--- src/rtl/iirdf2_pkg.sv ---
// ----------------------------------------------------------------------------
// iirdf2_pkg
// shared widths, register indexes and controller command types
// ----------------------------------------------------------------------------
`default_nettype none

package iirdf2_pkg;

   localparam int ORDER_DEF       = 3;
   localparam int SAMPLE_BITS_DEF = 16;

   localparam int COEF_BITS     = 24;
   localparam int COEF_FRAC     = 20;
   localparam int HIST_BITS     = 32;
   localparam int HIST_FRAC     = 8;
   localparam int PROD_BITS     = COEF_BITS + HIST_BITS;
   localparam int ACC_BITS      = PROD_BITS + 2;
   localparam int NUM_REGS      = 8;
   localparam int REG_IDX_BITS  = 3;
   localparam int CSR_IDX_BITS  = 4;
   localparam int HIST_SEL_BITS = 2;
   localparam int STEP_BITS     = 4;

   localparam logic [REG_IDX_BITS-1:0] REG_FB_ZERO = 3'd0;
   localparam logic [REG_IDX_BITS-1:0] REG_FF_ZERO = 3'd4;

   localparam logic signed [COEF_BITS-1:0] COEF_ONE = 24'sd1048576;

   typedef enum logic [1:0] {
      OPND_X,
      OPND_W,
      OPND_HIST
   } opnd_type;

   typedef enum logic {
      ACC_FB,
      ACC_FF
   } acc_tgt_type;

   typedef struct packed {
      logic                      load_x;
      logic                      mul_en;
      logic [REG_IDX_BITS-1:0]   coef_idx;
      opnd_type                  opnd;
      logic [HIST_SEL_BITS-1:0]  hist_idx;
      acc_tgt_type               tgt;
      logic                      acc_first;
      logic                      acc_sub;
      logic                      fin_w;
      logic                      fin_y;
   } ctl_cmd_type;

   typedef struct packed {
      logic out_busy;
   } ctl_stat_type;

endpackage

`default_nettype wire

--- src/rtl/iirdf2_ctrl.sv ---
// ----------------------------------------------------------------------------
// iirdf2_ctrl
// step sequencer issuing multiply, accumulate and rounding commands per item
// ----------------------------------------------------------------------------
`default_nettype none

module iirdf2_ctrl
   import iirdf2_pkg::*;
#(
   parameter int ORDER = ORDER_DEF
) (
   input  wire logic         clock,
   input  wire logic         reset,
   input  wire logic         req_tvalid,
   output logic              req_tready,
   input  wire ctl_stat_type stat,
   output ctl_cmd_type       cmd
);

   localparam int STEP_FIN_W = ORDER + 2;
   localparam int STEP_B0    = (ORDER + 3 > 2 * ORDER + 1) ? ORDER + 3 : 2 * ORDER + 1;
   localparam int STEP_FIN_Y = STEP_B0 + 2;

   typedef enum logic {
      ST_IDLE,
      ST_RUN
   } state_type;

   state_type              state_ff, state_in;
   logic [STEP_BITS-1:0]   step_ff, step_in;

   always_ff @(posedge clock) begin
      if (reset) begin
         state_ff <= ST_IDLE;
         step_ff  <= '0;
      end else begin
         state_ff <= state_in;
         step_ff  <= step_in;
      end
   end

   always_comb begin
      state_in   = state_ff;
      step_in    = step_ff;
      req_tready = 1'b0;
      cmd        = '0;
      cmd.opnd   = OPND_X;
      cmd.tgt    = ACC_FB;
      unique case (state_ff)
         ST_IDLE: begin
            req_tready = 1'b1;
            if (req_tvalid) begin
               cmd.load_x = 1'b1;
               state_in   = ST_RUN;
               step_in    = '0;
            end
         end
         ST_RUN: begin
            priority if (step_ff == '0) begin
               cmd.mul_en    = 1'b1;
               cmd.coef_idx  = REG_FB_ZERO;
               cmd.opnd      = OPND_X;
               cmd.tgt       = ACC_FB;
               cmd.acc_first = 1'b1;
            end else if (step_ff <= STEP_BITS'(ORDER)) begin
               cmd.mul_en   = 1'b1;
               cmd.coef_idx = REG_FB_ZERO + REG_IDX_BITS'(step_ff);
               cmd.opnd     = OPND_HIST;
               cmd.hist_idx = HIST_SEL_BITS'(step_ff - STEP_BITS'(1));
               cmd.tgt      = ACC_FB;
               cmd.acc_sub  = 1'b1;
            end else if (step_ff <= STEP_BITS'(2 * ORDER)) begin
               cmd.mul_en    = 1'b1;
               cmd.coef_idx  = REG_FF_ZERO + REG_IDX_BITS'(step_ff - STEP_BITS'(ORDER));
               cmd.opnd      = OPND_HIST;
               cmd.hist_idx  = HIST_SEL_BITS'(step_ff - STEP_BITS'(ORDER + 1));
               cmd.tgt       = ACC_FF;
               cmd.acc_first = (step_ff == STEP_BITS'(ORDER + 1));
            end else if (step_ff == STEP_BITS'(STEP_B0)) begin
               cmd.mul_en   = 1'b1;
               cmd.coef_idx = REG_FF_ZERO;
               cmd.opnd     = OPND_W;
               cmd.tgt      = ACC_FF;
            end else begin
               cmd.mul_en = 1'b0;
            end

            cmd.fin_w = (step_ff == STEP_BITS'(STEP_FIN_W));

            if (step_ff == STEP_BITS'(STEP_FIN_Y)) begin
               if (!stat.out_busy) begin
                  cmd.fin_y = 1'b1;
                  state_in  = ST_IDLE;
               end
            end else begin
               step_in = step_ff + STEP_BITS'(1);
            end
         end
         default: begin
            state_in = ST_IDLE;
         end
      endcase
   end

endmodule

`default_nettype wire

--- src/rtl/iirdf2_dpath.sv ---
// ----------------------------------------------------------------------------
// iirdf2_dpath
// coefficient store, history, shared multiplier, accumulators and rounding
// ----------------------------------------------------------------------------
`default_nettype none

module iirdf2_dpath
   import iirdf2_pkg::*;
#(
   parameter int ORDER       = ORDER_DEF,
   parameter int SAMPLE_BITS = SAMPLE_BITS_DEF
) (
   input  wire logic                    clock,
   input  wire logic                    reset,
   input  wire ctl_cmd_type             cmd,
   output ctl_stat_type                 stat,
   input  wire logic [SAMPLE_BITS-1:0]  req_sample,
   input  wire logic                    csr_wr_en,
   input  wire logic [CSR_IDX_BITS-1:0] csr_index,
   input  wire logic [COEF_BITS-1:0]    csr_wdata,
   output logic                         rsp_tvalid,
   input  wire logic                    rsp_tready,
   output logic [SAMPLE_BITS-1:0]       rsp_sample,
   output logic                         rsp_clipped
);

   localparam int HIST_IDX_BITS = (ORDER > 1) ? $clog2(ORDER) : 1;
   localparam int W_WIDE_BITS   = ACC_BITS - COEF_FRAC;
   localparam int Y_SHIFT       = COEF_FRAC + HIST_FRAC;
   localparam int Y_WIDE_BITS   = ACC_BITS - Y_SHIFT;

   localparam logic signed [ACC_BITS-1:0] RND_W = ACC_BITS'(1) <<< (COEF_FRAC - 1);
   localparam logic signed [ACC_BITS-1:0] RND_Y = ACC_BITS'(1) <<< (Y_SHIFT - 1);
   localparam logic signed [HIST_BITS-1:0] HIST_MAX = {1'b0, {(HIST_BITS-1){1'b1}}};
   localparam logic signed [HIST_BITS-1:0] HIST_MIN = {1'b1, {(HIST_BITS-1){1'b0}}};
   localparam logic [SAMPLE_BITS-1:0] SMP_MAX = {1'b0, {(SAMPLE_BITS-1){1'b1}}};
   localparam logic [SAMPLE_BITS-1:0] SMP_MIN = {1'b1, {(SAMPLE_BITS-1){1'b0}}};

   typedef struct packed {
      logic        vld;
      acc_tgt_type tgt;
      logic        first;
      logic        sub;
   } prod_tag_type;

   logic signed [COEF_BITS-1:0]   coef_ff [NUM_REGS];
   logic signed [COEF_BITS-1:0]   coef_in [NUM_REGS];
   logic signed [HIST_BITS-1:0]   hist_ff [ORDER];
   logic signed [HIST_BITS-1:0]   hist_in [ORDER];
   logic signed [SAMPLE_BITS-1:0] x_ff, x_in;
   logic signed [HIST_BITS-1:0]   w_ff, w_in;
   logic                          sat_w_ff, sat_w_in;
   logic signed [PROD_BITS-1:0]   prod_ff, prod_in;
   prod_tag_type                  tag_ff, tag_in;
   logic signed [ACC_BITS-1:0]    acc_fb_ff, acc_fb_in;
   logic signed [ACC_BITS-1:0]    acc_ff_ff, acc_ff_in;
   logic                          out_vld_ff, out_vld_in;
   logic [SAMPLE_BITS-1:0]        out_smp_ff, out_smp_in;
   logic                          out_clip_ff, out_clip_in;

   logic signed [COEF_BITS-1:0]   coef_rd;
   logic signed [HIST_BITS-1:0]   opnd;
   logic signed [ACC_BITS-1:0]    acc_base, acc_sum, prod_ext;
   logic signed [ACC_BITS-1:0]    fb_rnd, ff_rnd;
   logic [W_WIDE_BITS-1:0]        w_wide;
   logic [Y_WIDE_BITS-1:0]        y_wide;
   logic                          w_ovf, y_ovf;

   // operand select and multiply
   always_comb begin
      coef_rd = coef_ff[cmd.coef_idx];
      unique case (cmd.opnd)
         OPND_X:    opnd = HIST_BITS'(x_ff) <<< HIST_FRAC;
         OPND_W:    opnd = w_ff;
         OPND_HIST: opnd = hist_ff[cmd.hist_idx[HIST_IDX_BITS-1:0]];
         default:   opnd = '0;
      endcase
      prod_in    = coef_rd * opnd;
      tag_in.vld   = cmd.mul_en;
      tag_in.tgt   = cmd.tgt;
      tag_in.first = cmd.acc_first;
      tag_in.sub   = cmd.acc_sub;
   end

   // accumulate
   always_comb begin
      prod_ext = ACC_BITS'(prod_ff);
      if (tag_ff.first) begin
         acc_base = '0;
      end else if (tag_ff.tgt == ACC_FB) begin
         acc_base = acc_fb_ff;
      end else begin
         acc_base = acc_ff_ff;
      end
      acc_sum   = tag_ff.sub ? (acc_base - prod_ext) : (acc_base + prod_ext);
      acc_fb_in = acc_fb_ff;
      acc_ff_in = acc_ff_ff;
      if (tag_ff.vld) begin
         if (tag_ff.tgt == ACC_FB) begin
            acc_fb_in = acc_sum;
         end else begin
            acc_ff_in = acc_sum;
         end
      end
   end

   // round and saturate the feedback node
   always_comb begin
      fb_rnd   = acc_fb_ff + RND_W;
      w_wide   = fb_rnd[ACC_BITS-1:COEF_FRAC];
      w_ovf    = (w_wide[W_WIDE_BITS-1:HIST_BITS-1]
                  != {(W_WIDE_BITS-HIST_BITS+1){w_wide[W_WIDE_BITS-1]}});
      w_in     = w_ff;
      sat_w_in = sat_w_ff;
      if (cmd.fin_w) begin
         sat_w_in = w_ovf;
         if (w_ovf) begin
            w_in = w_wide[W_WIDE_BITS-1] ? HIST_MIN : HIST_MAX;
         end else begin
            w_in = w_wide[HIST_BITS-1:0];
         end
      end
   end

   // round and saturate the output, shift history
   always_comb begin
      ff_rnd      = acc_ff_ff + RND_Y;
      y_wide      = ff_rnd[ACC_BITS-1:Y_SHIFT];
      y_ovf       = (y_wide[Y_WIDE_BITS-1:SAMPLE_BITS-1]
                     != {(Y_WIDE_BITS-SAMPLE_BITS+1){y_wide[Y_WIDE_BITS-1]}});
      out_vld_in  = out_vld_ff && !rsp_tready;
      out_smp_in  = out_smp_ff;
      out_clip_in = out_clip_ff;
      hist_in     = hist_ff;
      if (cmd.fin_y) begin
         out_vld_in  = 1'b1;
         out_clip_in = sat_w_ff || y_ovf;
         if (y_ovf) begin
            out_smp_in = y_wide[Y_WIDE_BITS-1] ? SMP_MIN : SMP_MAX;
         end else begin
            out_smp_in = y_wide[SAMPLE_BITS-1:0];
         end
         for (int i = ORDER - 1; i > 0; i--) begin
            hist_in[i] = hist_ff[i-1];
         end
         hist_in[0] = w_ff;
      end
   end

   // coefficient writes and sample capture
   always_comb begin
      coef_in = coef_ff;
      if (csr_wr_en && (csr_index < CSR_IDX_BITS'(NUM_REGS))) begin
         coef_in[csr_index[REG_IDX_BITS-1:0]] = csr_wdata;
      end
      x_in = cmd.load_x ? req_sample : x_ff;
   end

   always_ff @(posedge clock) begin
      if (reset) begin
         for (int i = 0; i < NUM_REGS; i++) begin
            coef_ff[i] <= ((REG_IDX_BITS'(i) == REG_FB_ZERO) || (REG_IDX_BITS'(i) == REG_FF_ZERO))
                          ? COEF_ONE : '0;
         end
         for (int i = 0; i < ORDER; i++) begin
            hist_ff[i] <= '0;
         end
         tag_ff     <= '0;
         out_vld_ff <= 1'b0;
      end else begin
         coef_ff    <= coef_in;
         hist_ff    <= hist_in;
         tag_ff     <= tag_in;
         out_vld_ff <= out_vld_in;
      end
   end

   always_ff @(posedge clock) begin
      x_ff        <= x_in;
      w_ff        <= w_in;
      sat_w_ff    <= sat_w_in;
      prod_ff     <= prod_in;
      acc_fb_ff   <= acc_fb_in;
      acc_ff_ff   <= acc_ff_in;
      out_smp_ff  <= out_smp_in;
      out_clip_ff <= out_clip_in;
   end

   assign stat.out_busy = out_vld_ff && !rsp_tready;
   assign rsp_tvalid    = out_vld_ff;
   assign rsp_sample    = out_smp_ff;
   assign rsp_clipped   = out_clip_ff;

endmodule

`default_nettype wire

--- src/rtl/iir_direct_form_two_filter.sv ---
// ----------------------------------------------------------------------------
// iir_direct_form_two_filter
// third-order direct form II iir filter with one shared multiply-accumulate
//
//   channel  dir  handshake          contents
//   req_     in   tvalid / tready    tdata: sample_in
//   rsp_     out  tvalid / tready    tdata: sample_out, tuser: clipped
//   csr_     in   wr_en              index 0..7, wdata coefficient q4.20
//
// one item at a time, paced by the single 24x32 multiplier
// and by the wait for the rounded node w
// before b0 * w can be formed
// reset restores a0 = b0 = 1.0, other coefficients and history to zero
// a held result stalls the last step; history shifts only when it is stored
// ----------------------------------------------------------------------------
`default_nettype none

module iir_direct_form_two_filter
   import iirdf2_pkg::*;
#(
   parameter int ORDER       = ORDER_DEF,
   parameter int SAMPLE_BITS = SAMPLE_BITS_DEF,
   localparam int DATA_W     = ((SAMPLE_BITS + 7) / 8) * 8
) (
   input  wire logic                    clock,
   input  wire logic                    reset,
   input  wire logic                    req_tvalid,
   output logic                         req_tready,
   input  wire logic [DATA_W-1:0]       req_tdata,   // sample_in
   output logic                         rsp_tvalid,
   input  wire logic                    rsp_tready,
   output logic [DATA_W-1:0]            rsp_tdata,   // sample_out
   output logic                         rsp_tuser,   // clipped
   input  wire logic                    csr_wr_en,
   input  wire logic [CSR_IDX_BITS-1:0] csr_index,
   input  wire logic [COEF_BITS-1:0]    csr_wdata
);

   ctl_cmd_type            cmd;
   ctl_stat_type           stat;
   logic [SAMPLE_BITS-1:0] rsp_sample;

   iirdf2_ctrl #(
      .ORDER (ORDER)
   ) u_ctrl (
      .clock      (clock),
      .reset      (reset),
      .req_tvalid (req_tvalid),
      .req_tready (req_tready),
      .stat       (stat),
      .cmd        (cmd)
   );

   iirdf2_dpath #(
      .ORDER       (ORDER),
      .SAMPLE_BITS (SAMPLE_BITS)
   ) u_dpath (
      .clock       (clock),
      .reset       (reset),
      .cmd         (cmd),
      .stat        (stat),
      .req_sample  (req_tdata[SAMPLE_BITS-1:0]),
      .csr_wr_en   (csr_wr_en),
      .csr_index   (csr_index),
      .csr_wdata   (csr_wdata),
      .rsp_tvalid  (rsp_tvalid),
      .rsp_tready  (rsp_tready),
      .rsp_sample  (rsp_sample),
      .rsp_clipped (rsp_tuser)
   );

   assign rsp_tdata = DATA_W'(rsp_sample);

endmodule

`default_nettype wire

--- config.mk ---
export PLATFORM = sky130hd
export DESIGN_NAME = iir_direct_form_two_filter
export DESIGN_NICKNAME = d
export VERILOG_FILES = /design/src/rtl/iirdf2_pkg.sv /design/src/rtl/iirdf2_ctrl.sv /design/src/rtl/iirdf2_dpath.sv /design/src/rtl/iir_direct_form_two_filter.sv
export SDC_FILE = /design/constraint.sdc
export NUM_CORES = 2
export LEC_CHECK = 0
export ABC_AREA = 1
export BUFFER_PORTS_ARGS = -buffer_cell sky130_fd_sc_hd__buf_2
export CAP_MARGIN = 20
export CORE_MARGIN = 2
export CORE_UTILIZATION = 66
export DETAILED_ROUTE_END_ITERATION = 10
export GPL_ROUTABILITY_DRIVEN = 0
export GPL_TIMING_DRIVEN = 0
export PLACE_DENSITY = 0.83
export SLEW_MARGIN = 20
export SYNTH_ARGS = -nofsm -noshare
export SYNTH_HDL_FRONTEND = slang
export SYNTH_SLANG_ARGS = --single-unit
export TNS_END_PERCENT = 5
--- constraint.sdc ---
create_clock -name clock -period 8.98 [get_ports clock]
set_clock_uncertainty 0.05 [all_clocks]
set_input_delay 1.347 -clock clock [delete_from_list [all_inputs] [get_ports clock]]
set_output_delay 1.347 -clock clock [all_outputs]
set_load 0.01 [all_outputs]
==> reports/results.env <==
DRT.ANTENNA.VIOLATING_NETS=0
INTERNAL_REG_TO_REG_SETUP_SLACK_NS=0.04
PIN_COUNT_OF_THE_BIGGEST_NET_ENTERING_GLOBAL_ROUTING=59
GLOBAL_ROUTE_WIRE_LENGTH_BEFORE_REPAIR_MM=290
WORST-PATH-BUF-INV=9
POWER.STATIC_LEAKAGE_nW=28.6
IO_BUFFERS=43
CRITICAL_PATH.TOP_DELAY_FAMILY='adder cells'
POST-ROUTE-MIN-PERIOD_NS=8.94
WL_PER_CELL_UM=21.9
FINAL.SETUP.WORST_SLACK_NS=0.0398
FP.DIEW_UM=297
MAXCAPVIOLCOUNT=0
CRIT_PATH_FREQUENT_CELL='sky130_fd_sc_hd__fa_1'
FLOORPLAN.IO_PINS=68
FF2FF_PATH_DEPTH=33
GRT.TOTAL_USAGE_PCT=42.9
AVGVIACOUNTPERCELL=6.05
DIEAREA_SQ_UM=88100
WORST_SETUP_PATH_START_KIND='flop'
YOSYS_MOST_USED_DFF='sky130_fd_sc_hd__dfxtp_1'
POST_SYNTHESIS_ASYNC_SET_OR_RESET_FLOP_SHARE_PCT=0
POST_SYNTHESIS_NET_COUNT=8389
NETS_FINAL=8529
FILL_CELLS=6349
REQUIRED_NS=9.46
CLOCK_TREE_FROM_TRITONCTS='built'
TOTALWIRELENGTH_MM=190
CLKSLEWWORSTSETUPHOLDPATHS_NS=0.07
VIAS=52400
SYNTH_AREA_PER_CELL_SQ_UM=7.71
CTS_INSERTED_BUFFERS=52
DP_SLACK_NS=-1.11
COMBINATIONALPOWERSHARE_PCT=53.0
CRIT-REG2REG-LAUNCH='u_ctrl.step_ff[0]'
NUMCLOCKSINKS=536
LAYOUT.CELLS.MOST_COMMON_LIST='sky130_fd_sc_hd__nor2_1, sky130_fd_sc_hd__nand2_1, sky130_fd_sc_hd__inv_1'
POWER.SWITCHING_FRACTION_PCT=46.6
FIN_HOLD_WS_NS=0.406
RSZ0062_AT_GRT='yes'
HOLD_PATH_CLASS='reg2reg'
INITIAL_CORE_UTIL_PCT=66.5
DRT_DRC_VIOLATIONS_LEFT=0
CORE_SQ_UM=85000
CRITICALPATHCATEGORY='reg2reg'
SYNTHESIS.AREA_SQ_UM=56600
SETUP-TNS-FINAL_NS=0
YOSYS.AREA.TOP_TYPE='sky130_fd_sc_hd__fa_1'
STATUS='complete, no violations'
PEAKVDDDROP_V=0.000270
MAXCLOCKFREQUENCY_GHz=0.112
CRIT_PATH_END='u_dpath.prod_ff[45]'
GRT_ANTENNA_BEFORE_REPAIR=7
VIAS_IN_THE_FIRST_GLOBAL_ROUTE=51600
SYNTH-WARNING-COUNT=0
WORST_SETUP_PATH_STARTPOINT='u_ctrl.step_ff[0]'
FINALSETUPVIOLCOUNT=0
SYNTH_EDF_COUNT=182
CTSROOTBUFFERMASTER='sky130_fd_sc_hd__clkbuf_16'
CPPEAKSTAGEDELAY_NS=0.60
DR.PASS1.ITERS=9
WORST-PATH-MAX-FANOUT=10
SWITCHINGPOWER_mW=5.45
ROWS=107
FINAL_HOLD_VIOLATION_COUNT=0
POST_SYNTH_CELL_TYPES=58
FINALCRITPERIODSHARE_PCT=99.6
YOSYSSEQAREASHARE_PCT=22.2
CRIT_PATH_TOP_DELAY_CELL='sky130_fd_sc_hd__fa_1'
DP_HPWL_MM=151
YOSYSTOPAREACELLSHARE_PCT=27.7
PWR-SHARE-SEQ_PCT=27.5
FINAL_MAX_SLEW_VIOL_COUNT=0
P_TOTAL_mW=11.7
SLEW-LIMIT-HEADROOM_PCT=35.2
INSERTION_DELAY_NS=0.65
CLOCK_BUFFER_DEPTH=3
HTREE_NUM_LEVELS=2
TIMING.RR.END='u_dpath.prod_ff[45]'
NUMBER_OF_DRC_VIOLATIONS_AFTER_DETAILED_ROUTING_ITERATION_0=7253
WORST-ENDPOINT-ARRIVAL_NS=9.42
GRT_OVERFLOW=0
AREA.GROWTH.SYNTH_TO_FINAL_PCT=8.44
CRITPATHCAPTURETYPE='flop'
DRIVE_GT1_SHARE_PCT=7.74
WORST_SLEW_PIN_SLEW_NS=0.963
CELLINTERNALPOWER_mW=6.24
POWER_PER_CELL_AREA_nW_PER_UM2=191
SYNTH_TOP_CELLS_BY_AREA='sky130_fd_sc_hd__fa_1, sky130_fd_sc_hd__dfxtp_1, sky130_fd_sc_hd__edfxtp_1'
SYNTH.FF_LATCH_COUNT=536
DIE_Y_UM=297
MOSTFREQUENTLAYOUTCELL='sky130_fd_sc_hd__nor2_1'
POWER.SHARE.CLOCK_PCT=19.5
SYN-INSTANCE-COUNT=7342
TOTAL_STAGE_COUNT_OF_THE_CRITICAL_PATH=33
cell families (layout without fill, tap and decap cells):
group / Yosys count / after routing / synth area share, %
AO/OA/AOI/OAI: 930 / 930 / 8.96
XOR/XNOR: 214 / 214 / 3.33
adder cells (fa/ha/maj): 998 / 998 / 32.5
buffers and inverters: 1565 / 1747 / 10.9
flip-flops: 536 / 536 / 22.2
other: 0 / 2 / 0
AND/OR/NAND/NOR: 3099 / 3099 / 22.1
area by class of cell:
cell class	instances	area [sq um]	area share, %
inverter	1237	4660	7.60
multi-input combinational	5241	38500	62.8
buffer	328	1750	2.85
clock inverter	23	262	0.426
antenna	2	5.00	0.00816
timing repair buffer	86	691	1.13
tap	1144	1430	2.33
clock buffer	73	1480	2.41
sequential	536	12600	20.5
power by group through the flow:
stage	combinational (mW)	sequential (mW)	clock, mW
6_report	6.19	3.22	2.29
5_1_grt	6.63	3.23	2.37
4_1_cts	5.80	3.20	2.27
3_5_place_dp	5.67	3.25	0
3_3_place_gp	5.60	3.24	0
2_1_floorplan	3.87	3.17	0
tightest hold or removal path, cell delays in order, from the launching register on:
cell and delay, ns:
sky130_fd_sc_hd__dfxtp_1 0.30, sky130_fd_sc_hd__inv_1 0.06, sky130_fd_sc_hd__a21oi_1 0.05
registers in the layout, indices dropped and copies added (netlist names), 4 cells and up:
signal	count
u_dpath.coef_ff	192
u_dpath.hist_ff	96
u_dpath.acc_fb_ff	58
u_dpath.acc_ff_ff	58
u_dpath.prod_ff	56
u_dpath.w_ff	32
u_dpath.rsp_sample	16
u_dpath.x_ff	16
u_ctrl.step_ff	4
u_dpath.tag_ff	4
worst min-delay path by stage:
stage	startpoint	to	slack, ns	cells after the start
final	u_dpath.hist_ff[31]	u_dpath.hist_ff[31]	0.41	2
after global routing	u_dpath.hist_ff[3]	u_dpath.hist_ff[3]	0.42	2
after CTS	u_dpath.hist_ff[31]	u_dpath.hist_ff[31]	0.40	2
after detailed placement	u_dpath.hist_ff[31]	u_dpath.hist_ff[31]	0.39	2
after global placement	u_dpath.hist_ff[0]	u_dpath.hist_ff[0]	0.38	2
after floorplan	u_dpath.hist_ff[0]	u_dpath.hist_ff[0]	0.37	2
cell usage after synthesis (53+ instances only):
cell	n
sky130_fd_sc_hd__a21oi_1	254
sky130_fd_sc_hd__buf_2	153
sky130_fd_sc_hd__clkbuf_1	125
sky130_fd_sc_hd__dfxtp_1	354
sky130_fd_sc_hd__edfxtp_1	182
sky130_fd_sc_hd__fa_1	784
sky130_fd_sc_hd__ha_1	214
sky130_fd_sc_hd__inv_1	1211
sky130_fd_sc_hd__nand2_1	1292
sky130_fd_sc_hd__nand3_1	282
sky130_fd_sc_hd__nand4_1	53
sky130_fd_sc_hd__nor2_1	1331
sky130_fd_sc_hd__o21ai_0	493
sky130_fd_sc_hd__xor2_1	162
metal layers:
metal	GRT usage (%)	routed length [um]	up-vias	part of all wire, %
li1	-	-	22900	-
met1	52.4	64400	24500	34
met2	63.8	80900	4042	43
met3	14.1	27200	1001	14
met4	31.4	17400	12	9.1
met5	0	160	-	0.084
stage by stage:
stage	instance area (sq um)	utilization, %	std cells
6_report	61300	72.2	8670
5_1_grt	61300	72.2	8669
4_1_cts	60400	71.1	8640
3_5_place_dp	58300	68.6	8534
3_3_place_gp	58200	68.5	8529
2_1_floorplan	56600	-	7342
what timing repair did:
item / in CTS / in global routing
gates resized for setup: 81 / 201
pin swaps: 5 / 28
hold buffers: 0 / 0
buffers inserted: 10 / 28
endpoints found under the setup margin: 33 / 36
(Power assumes the default switching activity.)
